**config.mk**
```make
export PLATFORM = sky130hd
export DESIGN_NAME = sto_ram
export DESIGN_NICKNAME = d
export VERILOG_FILES = /design/src/sto_ram.sv
export SDC_FILE = /design/constraint.sdc
export NUM_CORES = 1
export LEC_CHECK = 0
export ABC_CLOCK_PERIOD_IN_PS = 1720
export BUFFER_PORTS_ARGS = -buffer_cell sky130_fd_sc_hd__buf_2
export CAP_MARGIN = 20
export CORE_ASPECT_RATIO = 1.25
export CORE_MARGIN = 1.5
export CORE_UTILIZATION = 47
export DETAILED_ROUTE_END_ITERATION = 10
export GPL_TIMING_DRIVEN = 0
export PLACE_DENSITY = 0.62
export SYNTH_ARGS = -nofsm -noshare
export SYNTH_HDL_FRONTEND = slang
export SYNTH_SLANG_ARGS = --single-unit
```
**constraint.sdc**
```tcl
create_clock -name clk_i -period 1.72 [get_ports clk_i]
set_input_delay 0.086 -clock clk_i [delete_from_list [all_inputs] [get_ports clk_i]]
set_output_delay 0.086 -clock clk_i [all_outputs]
set_load 0.1 [all_outputs]
```
**src/sto_ram.sv**
```systemverilog
module sto_ram #(
  parameter int WIDTH = 8,
  parameter int DEPTH = 16
) (
  input  logic                                      clk_i,
  input  logic                                      we_i,
  input  logic [((DEPTH > 1) ? $clog2(DEPTH) : 1)-1:0] waddr_i,
  input  logic [WIDTH-1:0]                          wdata_i,
  input  logic [((DEPTH > 1) ? $clog2(DEPTH) : 1)-1:0] raddr_i,
  output logic [WIDTH-1:0]                          rdata_o
);

  logic [WIDTH-1:0] mem_q [DEPTH];
  logic [WIDTH-1:0] rdata_q;

  always_ff @(posedge clk_i) begin
    if (we_i) begin
      mem_q[waddr_i] <= wdata_i;
    end
    rdata_q <= mem_q[raddr_i];
  end

  assign rdata_o = rdata_q;

endmodule

```
==> flow_summary.toml, run 1 <==
[flow_run]
maxCapViolCount = 0

[grt]
grtUsageTotal_pct = 18.62
antenna_found_initial = 0
grt_pass1_vias = 2406
grt_pass1_wl_mm = 14.92
overflow = 0
grt_start_max_net_pins = 17

[sta]
fin_worst_skew_ns = 0.007398
setup_violations = 0
max_freq_ghz = 0.6784
whs_ns = 0.08688
period_share_pct = 85.70
drv_slew = 0
min_period_ns = 1.474
relSlewSlack_pct = 44.26
setup_ws_ns = 0.2460
hold_violations = 0
rsz0062_at_grt = "no"
tightest_slew_ns = 0.8297
tns_ns = 0

[final_layout]
syn_to_final_growth_pct = 16.04
fin_util_pct = 56.27
antennaDiodeCount = 0
final_layout_size_suffix_gt1_share_pct = 29.07
layout.nets = 294

[power_and_ir_drop]
clockPowerShare_pct = 42.3
switchingPower_mw = 1.632
p_seq_share_pct = 50.7
p_comb_share_pct = 7.0
power.density_nw_per_um2 = 1231
switching_share_pct = 22.21
ir_worst_vdd_mv = 0.7128
leakagePower_nw = 2.003
internal_power_mw = 5.718

[clocking]
cts_buffers = 17
clk-insertion-delay-late_ns = 0.41
path_clk_slew_ns = 0.05
clock_path_buffers = 2
cts_sinks = 136
cts_htree_levels = 4
post_cts_resized = 0
postCtsHoldBufs = 0
cts-root-buf = "clkbuf_16"
cts_setup_buffers = 0
cts_tree = "yes"

[worst_setup_path]
crit_path_max_fanout = 1
cp-end-kind = "flip-flop"
worstPathArrival_ns = 1.76
crit_type = "reg2reg"
crit_required_ns = 2.00
cp-start-kind = "flip-flop"

[run_status]
status = "completed"

[die]
std_cell_rows = 42
coreArea_um2 = 10620
io_pins = 26
die_y_um = 120.0
dieArea_um2 = 11590
die_width_um = 96.61
start_util_pct = 48.49

[yosys]
ys_seq_area_share_pct = 77.78
synth_flop_cell = "edfxtp_1"
synth_nets = 247
synthTopCellsByCount = "edfxtp_1, mux4_2, a22oi_1, mux4_1, nor2_1"
netlist_top_cells_area = "edfxtp_1, mux4_2, mux4_1, dfxtp_1, a22oi_1"
synth_warnings = 0
yosysMostFrequentCell = "edfxtp_1"
synthArstFlopShare_pct = 0
synth_area_leader_cell = "edfxtp_1"
syn_inst = 229
synth_edf_count = 128
ys_types = 19
ys_ff_latch = 136
syn-cell-area_um2 = 5147
syn_area_per_cell_um2 = 22.48
yosysTopAreaCellShare_pct = 74.67

[detailed_routing]
drc_errors = 0
routed_wl_mm = 10.01
ant_nets = 0
drt_pass1_iterations = 4
drtIter0Drc = 254
wl_per_cell_um = 23.77
route.vias.total = 2398
avgViaCountPerCell = 5.696

[placement]
portBuffers = 24
place_ws_ns = -0.1254
routabilityCongestion = 0.7716
hpwlAfterDp_mm = 6.388

[hold_path]
hp-class = "in2reg"
critical path: stages, from the launching register on:
cell and delay [ns]:
edfxtp_1 0.37, mux4_1 0.57, a22oi_1 0.31, nand2_1 0.11
kinds of logic after synthesis:
group / synth area share, %
flip-flops: 77.78
AND/OR/NAND/NOR: 3.184
AO/OA/AOI/OAI: 2.334
multiplexers: 15.02
buffers and inverters: 1.677
state kept, by name, summed over array words and instances, names as in the netlist:
name,cells
mem_q,128
rdata_o,8
layer usage:
layer  vias to the layer above  track usage [%]  wire, um
met5                         -                0         0
met4                         0            7.609       156
met3                        12            5.183       503
met2                        80            29.76      5142
met1                      1240            24.31      4205
li1                       1066                -         -
cell type report:
cell class                      instances  area (um2)
Timing Repair Buffer                   28       147.6
Fill cell                             822        4642
Buffer                                 10       86.33
Sequential cell                       136        4004
Tap cell                              132       165.2
Multi-Input combinational cell         83        1057
Clock inverter                          9       55.05
Clock buffer                           23       457.9
layout by cell type (no fill, tap or decap), types with 2 or more instances in the layout:
cell type,count
edfxtp_1,128
buf_2,28
mux4_2,18
clkbuf_16,17
a22oi_1,16
mux4_1,14
nor2_1,13
nand2_1,9
dfxtp_1,8
clkinv_2,5
clkbuf_1,5
buf_4,4
nor3_1,4
clkinvlp_4,4
buf_6,3
clkdlybuf4s25_2,3
nand3b_1,2
nand2b_1,2
power groups by stage:
| stage | Sequential, mW | Combinational, mW | Clock [mW] |
|---|---|---|---|
| detailed placement | 3.79 | 0.521 | 0 |
| global route | 3.73 | 0.544 | 3.30 |
| global placement | 3.79 | 0.510 | 0 |
| finish | 3.72 | 0.515 | 3.11 |
| CTS | 3.73 | 0.523 | 3.15 |
| floorplan | 3.95 | 0.188 | 0 |
through the flow:
stage	power [mW]	area (um2)	std cells
2_1_floorplan	4.139	5147	229
3_3_place_gp	4.297	5433	385
3_5_place_dp	4.313	5460	389
4_1_cts	7.399	5973	421
5_1_grt	7.576	5973	421
6_report	7.350	5973	421
path summary, 6_finish.rpt:
check / start / end / slack (ns) / cells past startpoint
max: mem_q[0][2] / rdata_o[2] / 0.25 / 3
min: wdata_i[6] / mem_q[5][6] / 0.09 / 1
max reg2reg: mem_q[0][2] / rdata_o[2] / 0.25 / 3
min reg2reg: mem_q[14][0] / rdata_o[0] / 0.67 / 3
(Power assumes the default switching activity.)
==> inputs of run 2 (changes only) <==
Settings changed: CTS_BUF_LIST set to sky130_fd_sc_hd__clkbuf_16.
==> flow_summary.toml, run 2 (synthesized netlist as in run 1, its figures left out) <==
[detailed_routing]
drc_errors = 0
route.vias.total = 2369
ant_nets = 0
wl_per_cell_um = 23.42
drt_pass1_iterations = 4
routed_wl_mm = 9.858
avgViaCountPerCell = 5.627
drtIter0Drc = 238

[worst_setup_path]
crit_required_ns = 2.00
cp-end-kind = "flip-flop"
crit_path_max_fanout = 1
rrSetupSlack_ns = 0.27
crit_type = "reg2reg"
worstPathArrival_ns = 1.74
cp-start-kind = "flip-flop"
rr_startpoint = "mem_q[0][2]"
crit_path_start = "mem_q[0][2]"

[power_and_ir_drop]
finalPower_mw = 7.273
clockPowerShare_pct = 41.7
internal_power_mw = 5.643
p_seq_share_pct = 51.2
ir_worst_vdd_mv = 0.6937
leakagePower_nw = 2.018
switchingPower_mw = 1.630
p_comb_share_pct = 7.1
switching_share_pct = 22.41
power.density_nw_per_um2 = 1220

[grt]
top_usage_layer = "met2"
grt_start_max_net_pins = 17
grt_pass1_wl_mm = 14.81
met2_usage_pct = 29.33
antenna_found_initial = 0
grtUsageTotal_pct = 18.49
overflow = 0
grt_pass1_vias = 2390
use_met3_pct = 5.183
grt.met1_usage_pct = 24.29

[final_layout]
largest_reg_flops = 128
stdcell_area_um2 = 5963
fillers = 825
stdcell_count = 421
multiInputGateArea_um2 = 1057
final_layout_size_suffix_gt1_share_pct = 28.72
layout_commonest_cell = "edfxtp_1"
antennaDiodeCount = 0
top_register = "mem_q"
layout.nets = 294
final_cell_mix = "edfxtp_1, buf_2, mux4_2, clkbuf_16, a22oi_1"
syn_to_final_growth_pct = 15.85
fin_util_pct = 56.18
seqCellArea_um2 = 4004

[die]
std_cell_rows = 42
coreArea_um2 = 10620
die_y_um = 120.0
dieArea_um2 = 11590
start_util_pct = 48.49
die_width_um = 96.61
io_pins = 26

[clocking]
cts_sinks = 136
clk-insertion-delay-late_ns = 0.42
cts_htree_levels = 4
post_cts_resized = 0
path_clk_slew_ns = 0.05
clock_path_buffers = 2
cts_tree = "yes"
cts_setup_buffers = 0
cts_buffers = 17
postCtsHoldBufs = 0
cts-root-buf = "clkbuf_16"

[sta]
period_share_pct = 84.51
max_freq_ghz = 0.6880
rsz0062_at_grt = "no"
relSlewSlack_pct = 43.17
min_period_ns = 1.453
tns_ns = 0
fin_worst_skew_ns = 0.01625
hold_violations = 0
setup_violations = 0
tightest_slew_ns = 0.8493
drv_slew = 0

[run_status]
status = "completed"

[hold_path]
min-delay-start = "wdata_i[5]"
hp-class = "in2reg"

[placement]
hpwlAfterDp_mm = 6.388
dpl_cell_area_um2 = 5460
dp_cells = 389
portBuffers = 24
routabilityCongestion = 0.7716

[flow_run]
maxCapViolCount = 0
==> run 2: cell types whose count changed in the layout (fill, tap and decap cells not counted) <==
cell	before	now
clkbuf_1	5	0
inv_1	0	5
clkbuf_8	1	0
clkinv_1	0	1
==> run 2: area by class of cell <==
cell class | instances | share of cell area, %
sequential | 136 | 67.14
multi-input combinational | 83 | 17.73
clock buffer | 17 | 7.134
tap | 132 | 2.770
timing repair buffer | 28 | 2.476
buffer | 10 | 1.448
clock inverter | 15 | 1.301
==> run 2: per-stage QoR <==
step	worst slack, ns	hold WS (ns)
6_report	0.2665	0.07977
5_1_grt	0.1522	0.08110
4_1_cts	0.2650	0.07027
3_5_place_dp	-0.1254	0.5038
3_3_place_gp	-0.4048	0.4882
2_1_floorplan	0.1411	0.1849
==> run 2: path summary, 6_finish.rpt <==
path	cells after the start	endpoint
setup / recovery	3	rdata_o[2]
hold / removal	1	mem_q[4][5]
setup reg to reg	3	rdata_o[2]
hold reg to reg	3	rdata_o[0]
==> run 2: worst max-delay path, stage by stage (launching register included) <==
cell      delay [ns]
edfxtp_1        0.37
mux4_1          0.57
a22oi_1         0.30
nand2_1         0.10
==> run 2: metal layers <==
layer  vias up  part of all wire [%]
li1       1066                     -
met1      1198                    41
met2        93                    50
met3        12                   6.5
met4         0                   1.6
met5         -                     0
==> run 2: power groups by stage <==
stage	registers, mW	clock network (mW)	logic, mW
global placement	3.79	0	0.510
global route	3.73	3.23	0.544
finish	3.72	3.04	0.513
detailed placement	3.79	0	0.521
floorplan	3.95	0	0.188
CTS	3.73	3.08	0.522
==> inputs of run 3 (changes only) <==
Settings changed: ABC_CLOCK_PERIOD_IN_PS 1720 to 1200, PLACE_DENSITY 0.62 to 0.64.
Clock period 1.72 ns to 1.2 ns, I/O delays scaled along.
==> flow_summary.toml, run 3 (synthesized netlist as in run 1, its figures left out) <==
[die]
std_cell_rows = 42
die_y_um = 120.0
start_util_pct = 48.49
die_width_um = 96.61
dieArea_um2 = 11590
io_pins = 26
coreArea_um2 = 10620

[worst_setup_path]
cp-start-kind = "flip-flop"
worstPathArrival_ns = 1.61
crit_path_max_fanout = 1
reg2reg_to = "rdata_o[0]"
crit_required_ns = 1.49
cp-end-kind = "flip-flop"
rr_startpoint = "mem_q[2][0]"
crit_type = "reg2reg"
rr_worst_depth = 3
rrSetupSlack_ns = -0.12

[clocking]
clk-insertion-delay-late_ns = 0.41
cts_sinks = 136
cts_buffers = 17
cts_tree = "yes"
path_clk_slew_ns = 0.05
clock_path_buffers = 2
cts-root-buf = "clkbuf_16"
cts_htree_levels = 4

[run_status]
status = "complete, but fails checks"
violations = "setup timing"

[sta]
relSlewSlack_pct = 42.99
tightest_slew_ns = 0.8521
whs_ns = 0.04874
rsz0062_at_grt = "yes"
fin_worst_skew_ns = 0.008179
setup_ws_ns = -0.1249
max_freq_ghz = 0.7548
setup_violations = 8
drv_slew = 0
period_share_pct = 110.4
hold_violations = 0
min_period_ns = 1.325

[grt]
overflow = 0
met2_usage_pct = 31.12
grt_pass1_vias = 2455
top_usage_layer = "met2"
antenna_found_initial = 0
grtUsageTotal_pct = 18.49
use_met3_pct = 4.019
grt.met1_usage_pct = 23.68
grt_start_max_net_pins = 17
grt_pass1_wl_mm = 15.01

[hold_path]
min-delay-start = "wdata_i[6]"
holdPathEnd = "mem_q[14][6]"
hp-class = "in2reg"
hold_depth = 1

[detailed_routing]
avgViaCountPerCell = 5.744
drt_pass1_iterations = 6
route.vias.total = 2401
wl_per_cell_um = 23.70
routed_wl_mm = 9.907
ant_nets = 0
drtIter0Drc = 214
drc_errors = 0

[final_layout]
largest_reg_flops = 128
antennaDiodeCount = 0
top_register = "mem_q"
syn_to_final_growth_pct = 17.82
layout_commonest_cell = "edfxtp_1"
final_cell_mix = "edfxtp_1, mux4_2, buf_2, clkbuf_16, nor2_1"
layout.nets = 291
stdcell_count = 418
final_layout_size_suffix_gt1_share_pct = 35.31

[placement]
dp_cells = 386
hpwlAfterDp_mm = 6.208
routabilityCongestion = 0.7374
place_ws_ns = -0.5330
portBuffers = 24

[power_and_ir_drop]
clockPowerShare_pct = 44.8
p_seq_share_pct = 48.2
ir_worst_vdd_mv = 1.132
switching_share_pct = 21.16
p_comb_share_pct = 7.1
internal_power_mw = 8.744
power.density_nw_per_um2 = 1829
switchingPower_mw = 2.346
leakagePower_nw = 2.008

[flow_run]
maxCapViolCount = 0
-- run 3: what timing repair did --
item / CTS / global route
hold buffers: 0 / 0
setup buffers: 0 / 0
setup endpoints to repair: 44 / 12
pin swaps: 9 / 0
resized for setup: 24 / 4
-- run 3: final cells by class --
class,count,area [um2]
Fill cell,807,4551
Tap cell,132,165.2
Clock buffer,17,425.4
Buffer,10,93.84
Multi-Input combinational cell,83,1087
Timing Repair Buffer,25,147.6
Sequential cell,136,4004
Clock inverter,15,141.4
-- run 3: per-layer routing --
metal | vias to the layer above | wire, um
met1 | 1259 | 3990
met4 | 0 | 147
met2 | 75 | 5248
met5 | - | 0
li1 | 1050 | -
met3 | 17 | 521
-- run 3: stage by stage --
| stage | power [mW] | area, um2 | TNS (ns) | utilization [%] |
|---|---|---|---|---|
| after global routing | 11.36 | 6065 | -1.077 | 57.13 |
| after global placement | 6.165 | 5455 | -46.01 | 51.39 |
| after CTS | 11.12 | 6055 | -0.7140 | 57.04 |
| after floorplan | 5.938 | 5170 | -3.903 | - |
| after detailed placement | 6.180 | 5463 | -41.95 | 51.46 |
| final | 11.09 | 6065 | -0.7002 | 57.13 |
-- run 3: power groups by stage --
| stage | logic, mW | registers [mW] | clock network [mW] |
|---|---|---|---|
| after floorplan | 0.274 | 5.66 | 0 |
| after global routing | 0.823 | 5.35 | 5.19 |
| after detailed placement | 0.745 | 5.44 | 0 |
| final | 0.782 | 5.34 | 4.97 |
| after global placement | 0.737 | 5.43 | 0 |
| after CTS | 0.784 | 5.34 | 5.00 |
-- run 3: worst max-delay path: stages (launching register included) --
cell      delay, ns
edfxtp_1       0.37
mux4_2         0.51
a22oi_2        0.21
nand2_1        0.12
-- run 3: worst max path at each step --
stage / startpoint / end / slack (ns)
after global placement: we_i / mem_q[12][7] / -0.62
after detailed placement: waddr_i[2] / mem_q[1][3] / -0.53
after floorplan: waddr_i[2] / mem_q[3][0] / -0.13
after global routing: mem_q[3][0] / rdata_o[0] / -0.17
after CTS: mem_q[2][0] / rdata_o[0] / -0.11
final: mem_q[2][0] / rdata_o[0] / -0.12
