$ cat src/sto_pkg.sv
package sto_pkg;

  localparam int PRICE_BITS    = 32;
  localparam int FRACTION_BITS = 16;
  localparam int PCT_W         = 7 + FRACTION_BITS;
  // diff * 100 fits in price bits plus seven
  localparam int RATIO_W       = PRICE_BITS + 7;
  localparam int DVD_W         = RATIO_W + FRACTION_BITS;
  localparam int STEP_W        = $clog2(DVD_W + 1);

  localparam logic [PCT_W-1:0]   PCT_FULL = PCT_W'(100 << FRACTION_BITS);
  localparam logic [PCT_W-1:0]   PCT_HALF = PCT_W'(50 << FRACTION_BITS);
  localparam logic [RATIO_W-1:0] HUNDRED  = RATIO_W'(100);

  localparam int CFG_IDX_W  = 2;
  localparam int CFG_DATA_W = 7;

  typedef enum logic [CFG_IDX_W-1:0] {
    CFG_LOOKBACK = 2'd0,
    CFG_K_SMOOTH = 2'd1,
    CFG_D_SMOOTH = 2'd2
  } cfg_idx_e;

  typedef struct packed {
    logic [PRICE_BITS-1:0] high_price;
    logic [PRICE_BITS-1:0] low_price;
    logic [PRICE_BITS-1:0] close_tick;
  } in_t;

  typedef struct packed {
    logic [PCT_W-1:0] k_percent;
    logic             k_valid;
    logic [PCT_W-1:0] d_percent;
    logic             d_valid;
  } out_t;

  // running extremes handed from cell to cell
  typedef struct packed {
    logic                  vld;
    logic [PRICE_BITS-1:0] hmax;
    logic [PRICE_BITS-1:0] lmin;
  } scan_t;

  typedef struct packed {
    logic                  start;
    logic [DVD_W-1:0]      dividend;
    logic [PRICE_BITS-1:0] divisor;
    logic [STEP_W-1:0]     steps;
  } div_req_t;

  typedef enum logic [3:0] {
    ST_IDLE,
    ST_SCAN,
    ST_RGO,
    ST_RDIV,
    ST_KSUM,
    ST_KGO,
    ST_KDIV,
    ST_DSUM,
    ST_DGO,
    ST_DDIV,
    ST_OUT
  } state_e;

endpackage

$ cat src/sto_div.sv
module sto_div (
  input  logic                        clk_i,
  input  logic                        rst_ni,
  input  sto_pkg::div_req_t           req_i,
  output logic                        done_o,
  output logic [sto_pkg::PCT_W-1:0]   quotient_o
);

  logic [sto_pkg::DVD_W-1:0]      dvd_q;
  logic [sto_pkg::PRICE_BITS-1:0] dvs_q;
  logic [sto_pkg::PRICE_BITS-1:0] rem_q;
  logic [sto_pkg::PCT_W-1:0]      quo_q;
  logic [sto_pkg::STEP_W-1:0]     cnt_q;
  logic                           busy_q;
  logic                           done_q;

  logic [sto_pkg::PRICE_BITS:0]   rem_sh;
  logic [sto_pkg::PRICE_BITS:0]   rem_sub;
  logic                           fits;

  // one restoring step per cycle, dividend bits taken from the top
  always_comb begin
    rem_sh  = {rem_q, dvd_q[sto_pkg::DVD_W-1]};
    fits    = (rem_sh >= {1'b0, dvs_q});
    rem_sub = rem_sh - {1'b0, dvs_q};
  end

  always_ff @(posedge clk_i or negedge rst_ni) begin
    if (!rst_ni) begin
      busy_q <= 1'b0;
      cnt_q  <= '0;
      done_q <= 1'b0;
    end else if (req_i.start) begin
      busy_q <= 1'b1;
      cnt_q  <= req_i.steps;
      done_q <= 1'b0;
    end else if (busy_q) begin
      cnt_q  <= cnt_q - 1'b1;
      busy_q <= (cnt_q != sto_pkg::STEP_W'(1));
      done_q <= (cnt_q == sto_pkg::STEP_W'(1));
    end else begin
      done_q <= 1'b0;
    end
  end

  always_ff @(posedge clk_i) begin
    if (req_i.start) begin
      dvd_q <= req_i.dividend;
      dvs_q <= req_i.divisor;
      rem_q <= '0;
      quo_q <= '0;
    end else if (busy_q) begin
      dvd_q <= {dvd_q[sto_pkg::DVD_W-2:0], 1'b0};
      rem_q <= fits ? rem_sub[sto_pkg::PRICE_BITS-1:0] : rem_sh[sto_pkg::PRICE_BITS-1:0];
      quo_q <= {quo_q[sto_pkg::PCT_W-2:0], fits};
    end
  end

  assign done_o     = done_q;
  assign quotient_o = quo_q;

endmodule

$ cat config.mk
export PLATFORM = sky130hd
export DESIGN_NAME = sto_div
export DESIGN_NICKNAME = d
export VERILOG_FILES = /design/src/sto_pkg.sv /design/src/sto_div.sv
export SDC_FILE = /design/constraint.sdc
export NUM_CORES = 1
export LEC_CHECK = 0
export ABC_AREA = 0
export BUFFER_PORTS_ARGS = -buffer_cell sky130_fd_sc_hd__buf_2
export CORE_MARGIN = 8
export CORE_UTILIZATION = 45
export DETAILED_ROUTE_END_ITERATION = 12
export MAX_ROUTING_LAYER = met4
export PLACE_DENSITY = 0.68
export SYNTH_ARGS = -nofsm -noshare
export SYNTH_HDL_FRONTEND = slang
export SYNTH_SLANG_ARGS = --single-unit
$ cat constraint.sdc
create_clock -name clk_i -period 2.6 [get_ports clk_i]
set_input_delay 0.39 -clock clk_i [delete_from_list [all_inputs] [get_ports clk_i]]
set_output_delay 0.39 -clock clk_i [all_outputs]
set_load 0.02 [all_outputs]
==> results of run 1 <==
==> cells in the mapped netlist, types with 2 or more instances <==
library cell / instances
a21boi_0: 3
a21o_1: 11
a21oi_1: 24
a311o_1: 2
a311oi_1: 14
a31oi_1: 6
a32o_1: 2
a32oi_1: 3
and2_1: 8
and2_4: 2
and3_1: 9
buf_1: 4
buf_2: 6
clkbuf_1: 20
dfrtp_1: 8
dfxtp_1: 55
edfxtp_1: 87
ha_1: 34
inv_1: 41
mux2_2: 55
mux2i_1: 31
nand2_1: 74
nand2b_1: 2
nand3_1: 6
nand4_1: 3
nand4b_1: 4
nor2_1: 54
nor2b_1: 7
nor3_1: 4
o211ai_1: 6
o21a_1: 5
o21ai_0: 38
o21bai_1: 5
o31ai_1: 5
or3_1: 5
xnor2_1: 19
xor2_1: 10
==> timing repair <==
action | 4_1_cts | 5_1_grt
setup endpoints to repair | 31 | 32
gates cloned | 0 | 1
pin swaps | 18 | 15
resized for setup | 43 | 33
endpoints found under the hold margin | 8 | 0
setup buffers | 4 | 4
hold buffers | 1 | 0
==> final timing paths <==
path                                         from                     end  slack (ps)  cells past startpoint
setup / recovery               dvs_q[8]$_DFFE_PP_  rem_q[13]$_SDFFE_PP0P_        -230                     10
hold / removal                          req_i[20]     dvs_q[14]$_DFFE_PP_         130                      1
setup reg to reg               dvs_q[8]$_DFFE_PP_  rem_q[13]$_SDFFE_PP0P_        -230                     10
hold reg to reg            rem_q[30]$_SDFFE_PP0P_  rem_q[30]$_SDFFE_PP0P_         490                      2
max in group asynchronous                  rst_ni        busy_q$_DFF_PN0_        2060                      2
min in group asynchronous                  rst_ni        busy_q$_DFF_PN0_         360                      2
==> area by class of cell <==
type / instances / share of cell area
flip-flops and latches: 150 / 0.3790
clock buffers: 17 / 0.04118
well taps: 220 / 0.02665
diodes: 1 / 0.0002422
multi-input cells: 475 / 0.3703
inverters: 41 / 0.01490
clock inverters: 15 / 0.01768
repair buffers: 235 / 0.1501
==> critical path, stage by stage, from the launching register on <==
cell and delay [ps]:
edfxtp_1 350, inv_2 50, ha_4 280, nand2_1 90, o21ai_2 190, a221oi_2 100
o221a_4 280, o41ai_4 430, a41oi_4 210, or4b_4 520, a311oi_2 230
==> routing by layer <==
metal | share of wire | up-vias
met5 | 0 | -
met3 | 0.053 | 25
met2 | 0.47 | 146
met1 | 0.46 | 2838
li1 | - | 2991
met4 | 0.017 | 0
==> sequential cells by signal, indices dropped and copies added (netlist names) <==
signal      cells
cnt_q           6
dvs_q          32
busy_q          1
dvd_q          55
rem_q          32
quotient_o     23
done_o          1
==> where the power goes <==
group          total [mW]  switching (mW)  internal [mW]
Sequential           3.15           0.241           2.91
Clock                2.45            1.16           1.30
Combinational        4.20            1.98           2.22
==> stage by stage <==
step                instances  hold WS (ps)  cell area, µm²  power (mW)
global placement         1111         244.4            9264       6.741
detailed placement       1111         249.2            9264       6.788
global route             1154         105.7           10330       10.38
finish                   1154         125.1           10330       9.809
floorplan                 697         94.41            7682       5.329
CTS                      1148         103.3           10060       9.498
==> kinds of logic (layout without fill, tap and decap cells) <==
| logic type | after synthesis | in the layout | synth area share |
|---|---|---|---|
| XOR/XNOR | 29 | 29 | 0.03312 |
| AO/OA/AOI/OAI | 142 | 142 | 0.1317 |
| buffers and inverters | 72 | 308 | 0.03638 |
| multiplexers | 86 | 86 | 0.1212 |
| other | 0 | 1 | 0 |
| adder cells (fa/ha/maj) | 35 | 35 | 0.05808 |
| flip-flops | 150 | 150 | 0.5104 |
| AND/OR/NAND/NOR | 183 | 183 | 0.1092 |
==> results.yml, run 1 <==
status:
  status: "finished with violations"
  violations: "negative setup slack"
cells_and_area:
  areaGrowthSynthToFinish_pct: 34.70
  final_cell_mix: "buf_2 (118), buf_4 (108), edfxtp_1 (87)"
  multi_input_area_um2: 3825
  register_area_um2: 3915
  fin_nets: 1051
  fill_cells: 1383
  drive_gt1_frac: 0.4105
  mostFrequentLayoutCell: "buf_2"
  utilization: 0.6207
logic_synthesis:
  yosysWarnings: 0
  synth.largest_area_cell: "edfxtp_1"
  synth_flop_cell: "edfxtp_1"
  synth-async-reset-ratio: 0.05333
  yosys.area.top_type_share: 0.3407
  synth_edf_count: 87
  synthCells: 697
  post_synth_num_cell_types: 62
  synthTopCellsByArea: "edfxtp_1 (34%), dfxtp_1 (14%), mux2_2 (8.1%), ha_1 (5.5%), mux2i_1 (4.0%)"
  syn_nets: 828
  synth.avg_cell_area_um2: 11.00
  ys_seq_area_frac: 0.5104
  synth_seq_cells: 150
  syn_area_um2: 7669
timing:
  fin_setup_tns_ps: -4393
  fin_ws_ps: -225.2
  hold_viol: 0
  drv_slew: 0
  timing.final.crit_share: 1.087
  worst_pin_slew_ps: 505.9
  worst_clock_skew_ps: 11.39
  setup_viol: 33
  grt_setup_unrepaired: "yes"
  fin_crit_ps: 2825
  slew_headroom: 0.6580
  max_freq_ghz: 0.3540
route:
  drtIter0Drc: 323
  vias: 6000
  ant_nets: 0
  wl_um: 19050
  avgRoutedWirePerCell_um: 16.51
  first_pass_iters: 4
  vias_per_cell: 5.199
  post-route-drc-count: 0
die:
  rows: 47
  io_pins: 120
  start_util: 0.4608
  core_um2: 16640
  fp.dieH_um: 146.5
  die_x_um: 146.5
  dieArea_um2: 21470
worst_setup_path:
  start_kind: "flop"
  path_class: "reg2reg"
  cp.arrival_ps: 3180
  critPathCaptureType: "flop"
  required_ps: 2950
  cp_max_fo: 5
grt:
  grt_overflow_total: 0
  grt_use_met2: 0.2863
  grt_pass1_wl_um: 30500
  global_route.usage.met3: 0.05037
  busiest_layer: "met2"
  grt_max_degree: 35
  use_met1: 0.2174
  grt_pass1_vias: 6189
  grt_antenna_before_repair: 1
  track_usage: 0.1804
flow_run:
  cap_viol_max_count: 0
clock_tree:
  clock_latency_ps: 440
  clk_pin_slew_worst_paths_ps: 70
  clock_sinks: 150
  clockBufferDepth: 2
  htree_levels: 4
  numCtsBuffers: 17
  cts_root_buf: "clkbuf_16"
  cts_tree: "done"
placement:
  dp_hpwl_um: 13410
  io_buffers: 119
  gp_routability_congestion: 0.8688
  place_ws_ps: -246.9
power_and_ir_drop:
  vdd_drop_max_mv: 0.6534
  powerDensity_nw_per_um2: 949.5
  leakage_nw: 4.631
hold_path:
  hold_class: "in2reg"
(Power assumes the default switching activity.)
==> inputs of run 2 (changes only) <==
--- a/config.mk
+++ b/config.mk
@@ -7,8 +7,10 @@
 export LEC_CHECK = 0
 export ABC_AREA = 0
 export BUFFER_PORTS_ARGS = -buffer_cell sky130_fd_sc_hd__buf_2
-export CORE_MARGIN = 8
+export CAP_MARGIN = 5
+export CORE_MARGIN = 3
 export CORE_UTILIZATION = 45
+export CTS_CLUSTER_DIAMETER = 50
 export DETAILED_ROUTE_END_ITERATION = 12
 export MAX_ROUTING_LAYER = met4
 export PLACE_DENSITY = 0.68
==> results.yml, run 2 (same netlist as run 1, synthesis figures left out) <==
status:
  status: "finished with violations"
  violations: "negative setup slack"
route:
  wl_um: 18060
  vias_per_cell: 5.222
  avgRoutedWirePerCell_um: 15.58
  first_pass_iters: 4
  vias: 6052
  drtIter0Drc: 344
  post-route-drc-count: 0
  ant_nets: 0
cells_and_area:
  mostFrequentLayoutCell: "buf_2"
  fin_nets: 1057
  top_regs: "dvd_q x55, dvs_q x32, rem_q x32"
  areaGrowthSynthToFinish_pct: 36.70
  final_cell_mix: "buf_2 (118), buf_4 (112), edfxtp_1 (87)"
  antenna_cells: 0
  largest_reg_flops: 55
  drive_gt1_frac: 0.4515
  largest-register: "dvd_q"
grt:
  track_usage: 0.2001
  grt_overflow_total: 0
  grt_max_degree: 35
  grt_antenna_before_repair: 0
  grt_pass1_wl_um: 28800
  grt_pass1_vias: 5989
timing:
  worst_pin_slew_ps: 588.5
  drv_slew: 0
  fin_crit_ps: 2744
  worst_clock_skew_ps: 8.921
  max_freq_ghz: 0.3645
  hold_viol: 0
  fin_ws_ps: -143.8
  slew_headroom: 0.6077
  whs_ps: 136.6
  timing.final.crit_share: 1.055
  grt_setup_unrepaired: "yes"
  fin_setup_tns_ps: -895.0
  setup_viol: 22
die:
  core_um2: 16640
  start_util: 0.4608
  fp.dieH_um: 136.5
  io_pins: 120
  dieArea_um2: 18640
  rows: 47
  die_x_um: 136.5
clock_tree:
  clock_latency_ps: 430
  numCtsBuffers: 17
  clk_pin_slew_worst_paths_ps: 70
  htree_levels: 4
  clockBufferDepth: 2
  cts_root_buf: "clkbuf_16"
  cts_tree: "done"
  clock_sinks: 150
worst_setup_path:
  start_kind: "flop"
  required_ps: 2930
  cp.arrival_ps: 3070
  ff2ff_path_depth: 9
  worst_r2r_endpoint: "rem_q[13]$_SDFFE_PP0P_"
  cp_max_fo: 4
  reg2reg_slack_ps: -140
  timing.rr.start: "dvs_q[15]$_DFFE_PP_"
  critPathCaptureType: "flop"
  path_class: "reg2reg"
power_and_ir_drop:
  powerDensity_nw_per_um2: 953.7
  vdd_drop_max_mv: 0.5937
  p_total_mw: 9.997
  leakage_nw: 4.645
placement:
  io_buffers: 119
  gp_routability_congestion: 0.8932
  dp_hpwl_um: 12350
hold_path:
  min_from: "req_i[22]"
  min_path_cells: 1
  worstHoldEndpoint: "dvs_q[16]$_DFFE_PP_"
  hold_class: "in2reg"
flow_run:
  cap_viol_max_count: 0
run 2: cell count changes in the layout (fill, tap and decap cells not counted), sizes merged:
| cell | previous run | this run |
|---|---|---|
| buf | 233 | 240 |
| bufinv | 0 | 1 |
| clkinv | 9 | 4 |
| clkbuf | 18 | 17 |
| inv | 46 | 47 |
| clkinvlp | 1 | 4 |
| diode | 1 | 0 |
run 2: layer usage:
| metal | vias up | track usage | wire (µm) |
|---|---|---|---|
| met1 | 2883 | 0.2580 | 8164 |
| li1 | 2998 | - | - |
| met3 | 26 | 0.05625 | 1021 |
| met5 | - | - | 0 |
| met2 | 145 | 0.3094 | 8585 |
| met4 | 0 | 0.05823 | 290 |
run 2: how the worst max path moves through the flow:
stage / startpoint / to / cells past startpoint
CTS: dvs_q[12]$_DFFE_PP_ / rem_q[13]$_SDFFE_PP0P_ / 10
finish: dvs_q[15]$_DFFE_PP_ / rem_q[13]$_SDFFE_PP0P_ / 9
detailed placement: dvs_q[8]$_DFFE_PP_ / rem_q[13]$_SDFFE_PP0P_ / 11
global placement: dvs_q[9]$_DFFE_PP_ / rem_q[24]$_SDFFE_PP0P_ / 11
global route: dvs_q[15]$_DFFE_PP_ / rem_q[6]$_SDFFE_PP0P_ / 11
floorplan: dvs_q[10]$_DFFE_PP_ / rem_q[13]$_SDFFE_PP0P_ / 11
run 2: cell type report:
| cell class | count | area [µm²] |
|---|---|---|
| fill | 1328 | 6160 |
| timing repair buffer | 241 | 1562 |
| sequential | 150 | 3915 |
| clock inverter | 15 | 167.7 |
| inverter | 41 | 153.9 |
| tap | 220 | 275.3 |
| clock buffer | 17 | 425.4 |
| multi-input combinational | 475 | 3984 |
run 2: per-stage QoR:
| step | std cells | instance area, µm² | worst slack (ps) | utilization |
|---|---|---|---|---|
| 2_1_floorplan | 697 | 7682 | -164.5 | - |
| 3_3_place_gp | 1114 | 9236 | -244.5 | 0.5550 |
| 3_5_place_dp | 1114 | 9236 | -241.7 | 0.5550 |
| 4_1_cts | 1153 | 10160 | -174.0 | 0.6106 |
| 5_1_grt | 1159 | 10480 | -249.0 | 0.6299 |
| 6_report | 1159 | 10480 | -143.8 | 0.6299 |
run 2: repair_timing:
action                                 4_1_cts  5_1_grt
cloned                                       1        0
endpoints found under the hold margin        8        0
buffers inserted                             6        8
pin swaps                                   27       38
hold buffers                                 1        0
setup endpoints to repair                   32       33
resized for setup                           62       63
run 2: worst max-delay path, stage by stage (launching register included):
cell and delay, ps:
edfxtp_1 330, inv_1 70, ha_4 280, nand4_1 190, buf_4 200, o221a_4 290
o41ai_4 310, a41oi_4 200, or4b_4 520, a311oi_2 270
run 2: report_power, final:
group / total (mW) / switching [mW] / internal [mW]
Sequential: 3.16 / 0.244 / 2.91
Clock: 2.45 / 1.09 / 1.36
Combinational: 4.39 / 2.07 / 2.32
Total: 10.0 / 3.40 / 6.59
==> inputs of run 3 (changes only) <==
--- a/config.mk
+++ b/config.mk
@@ -8,12 +8,15 @@
 export ABC_AREA = 0
 export BUFFER_PORTS_ARGS = -buffer_cell sky130_fd_sc_hd__buf_2
 export CAP_MARGIN = 5
+export CELL_PAD_IN_SITES_DETAIL_PLACEMENT = 1
+export CELL_PAD_IN_SITES_GLOBAL_PLACEMENT = 1
+export CORE_ASPECT_RATIO = 0.6
 export CORE_MARGIN = 3
-export CORE_UTILIZATION = 45
+export CORE_UTILIZATION = 41
 export CTS_CLUSTER_DIAMETER = 50
 export DETAILED_ROUTE_END_ITERATION = 12
 export MAX_ROUTING_LAYER = met4
-export PLACE_DENSITY = 0.68
+export PLACE_DENSITY_LB_ADDON = 0.1
 export SYNTH_ARGS = -nofsm -noshare
 export SYNTH_HDL_FRONTEND = slang
 export SYNTH_SLANG_ARGS = --single-unit
==> results.yml, run 3 (same netlist as run 1, synthesis figures left out) <==
grt:
  grt_pass1_vias: 6746
  track_usage: 0.2327
  grt_overflow_total: 0
  grt_max_degree: 78
  grt_use_met2: 0.3472
  grt_pass1_wl_um: 36120
  global_route.usage.met3: 0.05811
  grt_antenna_before_repair: 2
  busiest_layer: "met2"
  use_met1: 0.3126
timing:
  fin_crit_ps: 2787
  fin_setup_tns_ps: -3155
  timing.final.crit_share: 1.072
  worst_clock_skew_ps: 13.61
  drv_slew: 0
  worst_pin_slew_ps: 636.8
  whs_ps: 123.0
  slew_headroom: 0.5755
  hold_viol: 0
  max_freq_ghz: 0.3588
  setup_viol: 31
  fin_ws_ps: -186.9
  grt_setup_unrepaired: "yes"
hold_path:
  hold_class: "in2reg"
route:
  vias_per_cell: 5.310
  post-route-drc-count: 0
  ant_nets: 0
  first_pass_iters: 4
  vias: 6244
  avgRoutedWirePerCell_um: 19.72
  drtIter0Drc: 379
  wl_um: 23190
status:
  violations: "negative setup slack"
  status: "finished with violations"
clock_tree:
  clock_latency_ps: 440
  cts_root_buf: "clkbuf_16"
  numCtsBuffers: 17
  cts_tree: "done"
  clockBufferDepth: 2
  clock_sinks: 150
  htree_levels: 4
  clk_pin_slew_worst_paths_ps: 70
die:
  core_um2: 18210
  fp.dieH_um: 111.9
  start_util: 0.4211
  dieArea_um2: 20430
  rows: 38
  die_x_um: 182.6
  io_pins: 120
worst_setup_path:
  start_kind: "flop"
  required_ps: 2940
  path_class: "reg2reg"
  cp.arrival_ps: 3120
  cpLargestDelayFamily: "compound AO/OA/AOI/OAI gates"
  crit_top_cell: "buf_6"
  cp_max_fo: 6
  critPathCaptureType: "flop"
  slowest_stage: "edfxtp_1"
  cp_slowest_stage_delay_ps: 400
  crit_chain: "inv_2, ha_4, nand2_2, o21ai_2, o31ai_2, o311ai_2, a211o_1, a41oi_4, buf_6, buf_6, buf_6, nand2_1, a311oi_2"
  critPathBufInv: 4
placement:
  dp_hpwl_um: 15380
  io_buffers: 119
  dp.cells: 1119
  gp_routability_congestion: 0.8763
cells_and_area:
  areaGrowthSynthToFinish_pct: 39.71
  largest_reg_flops: 55
  fin_nets: 1052
  top_regs: "dvd_q x55, dvs_q x32, rem_q x32"
  largest-register: "dvd_q"
  drive_gt1_frac: 0.4743
  mostFrequentLayoutCell: "buf_2"
  layout.cells.non_filler: 1176
  final_cell_mix: "buf_2 (118), buf_4 (99), edfxtp_1 (87)"
  utilization: 0.5884
power_and_ir_drop:
  leakage_nw: 4.657
  p_total_mw: 10.82
  powerDensity_nw_per_um2: 1010
  vdd_drop_max_mv: 0.6325
flow_run:
  cap_viol_max_count: 0
## run 3: cell types whose count changed in the layout (fill, tap and decap cells not counted), moves of 4 or more
cell	previous run	this run
buf_12	0	7
buf_4	112	99
inv_1	29	21
inv_2	12	20
mux2i_1	31	27
o21ai_0	25	21
## run 3: layer usage
layer	wire length [µm]	vias up
li1	-	2982
met1	11080	3092
met2	10780	148
met3	1054	22
met4	278	0
met5	0	-
## run 3: final cells by class
type,instances,area [µm²]
tap,240,300.3
clock inverter,13,155.1
clock buffer,19,432.9
sequential,150,3919
antenna,2,5.005
timing repair buffer,236,1615
fill,1932,7496
multi-input combinational,475,4133
inverter,41,153.9
## run 3: report_power, final
| part | switching [mW] | internal [mW] |
|---|---|---|
| sequential | 0.289 | 2.92 |
| combinational | 2.48 | 2.62 |
| clock | 1.01 | 1.50 |
| total | 3.78 | 7.04 |
## run 3: path summary, 6_finish.rpt
| check | endpoint | startpoint | slack [ps] | depth (start not counted) |
|---|---|---|---|---|
| min | dvs_q[11]$_DFFE_PP_ | req_i[17] | 120 | 1 |
| max in group asynchronous | busy_q$_DFF_PN0_ | rst_ni | 2080 | 2 |
| min reg2reg | rem_q[18]$_SDFFE_PP0P_ | rem_q[18]$_SDFFE_PP0P_ | 490 | 2 |
| min in group asynchronous | cnt_q[2]$_DFFE_PN0P_ | rst_ni | 330 | 2 |
| max | rem_q[6]$_SDFFE_PP0P_ | dvs_q[28]$_DFFE_PP_ | -190 | 13 |
| max reg2reg | rem_q[6]$_SDFFE_PP0P_ | dvs_q[28]$_DFFE_PP_ | -190 | 13 |
## run 3: through the flow
step	worst slack, ps	instance area (µm²)
after floorplan	-164.5	7682
final	-186.9	10710
after CTS	-255.2	10270
after global routing	-277.2	10710
after global placement	-228.5	9211
after detailed placement	-460.9	9211
## run 3: repair_timing
| item | in CTS | in global routing |
|---|---|---|
| gates cloned | 1 | 0 |
| endpoints found under the setup margin | 32 | 33 |
| hold buffers | 1 | 0 |
| buffers inserted | 10 | 12 |
| resized for setup | 72 | 97 |
| pin swaps | 27 | 57 |
| hold endpoints to repair | 8 | 0 |
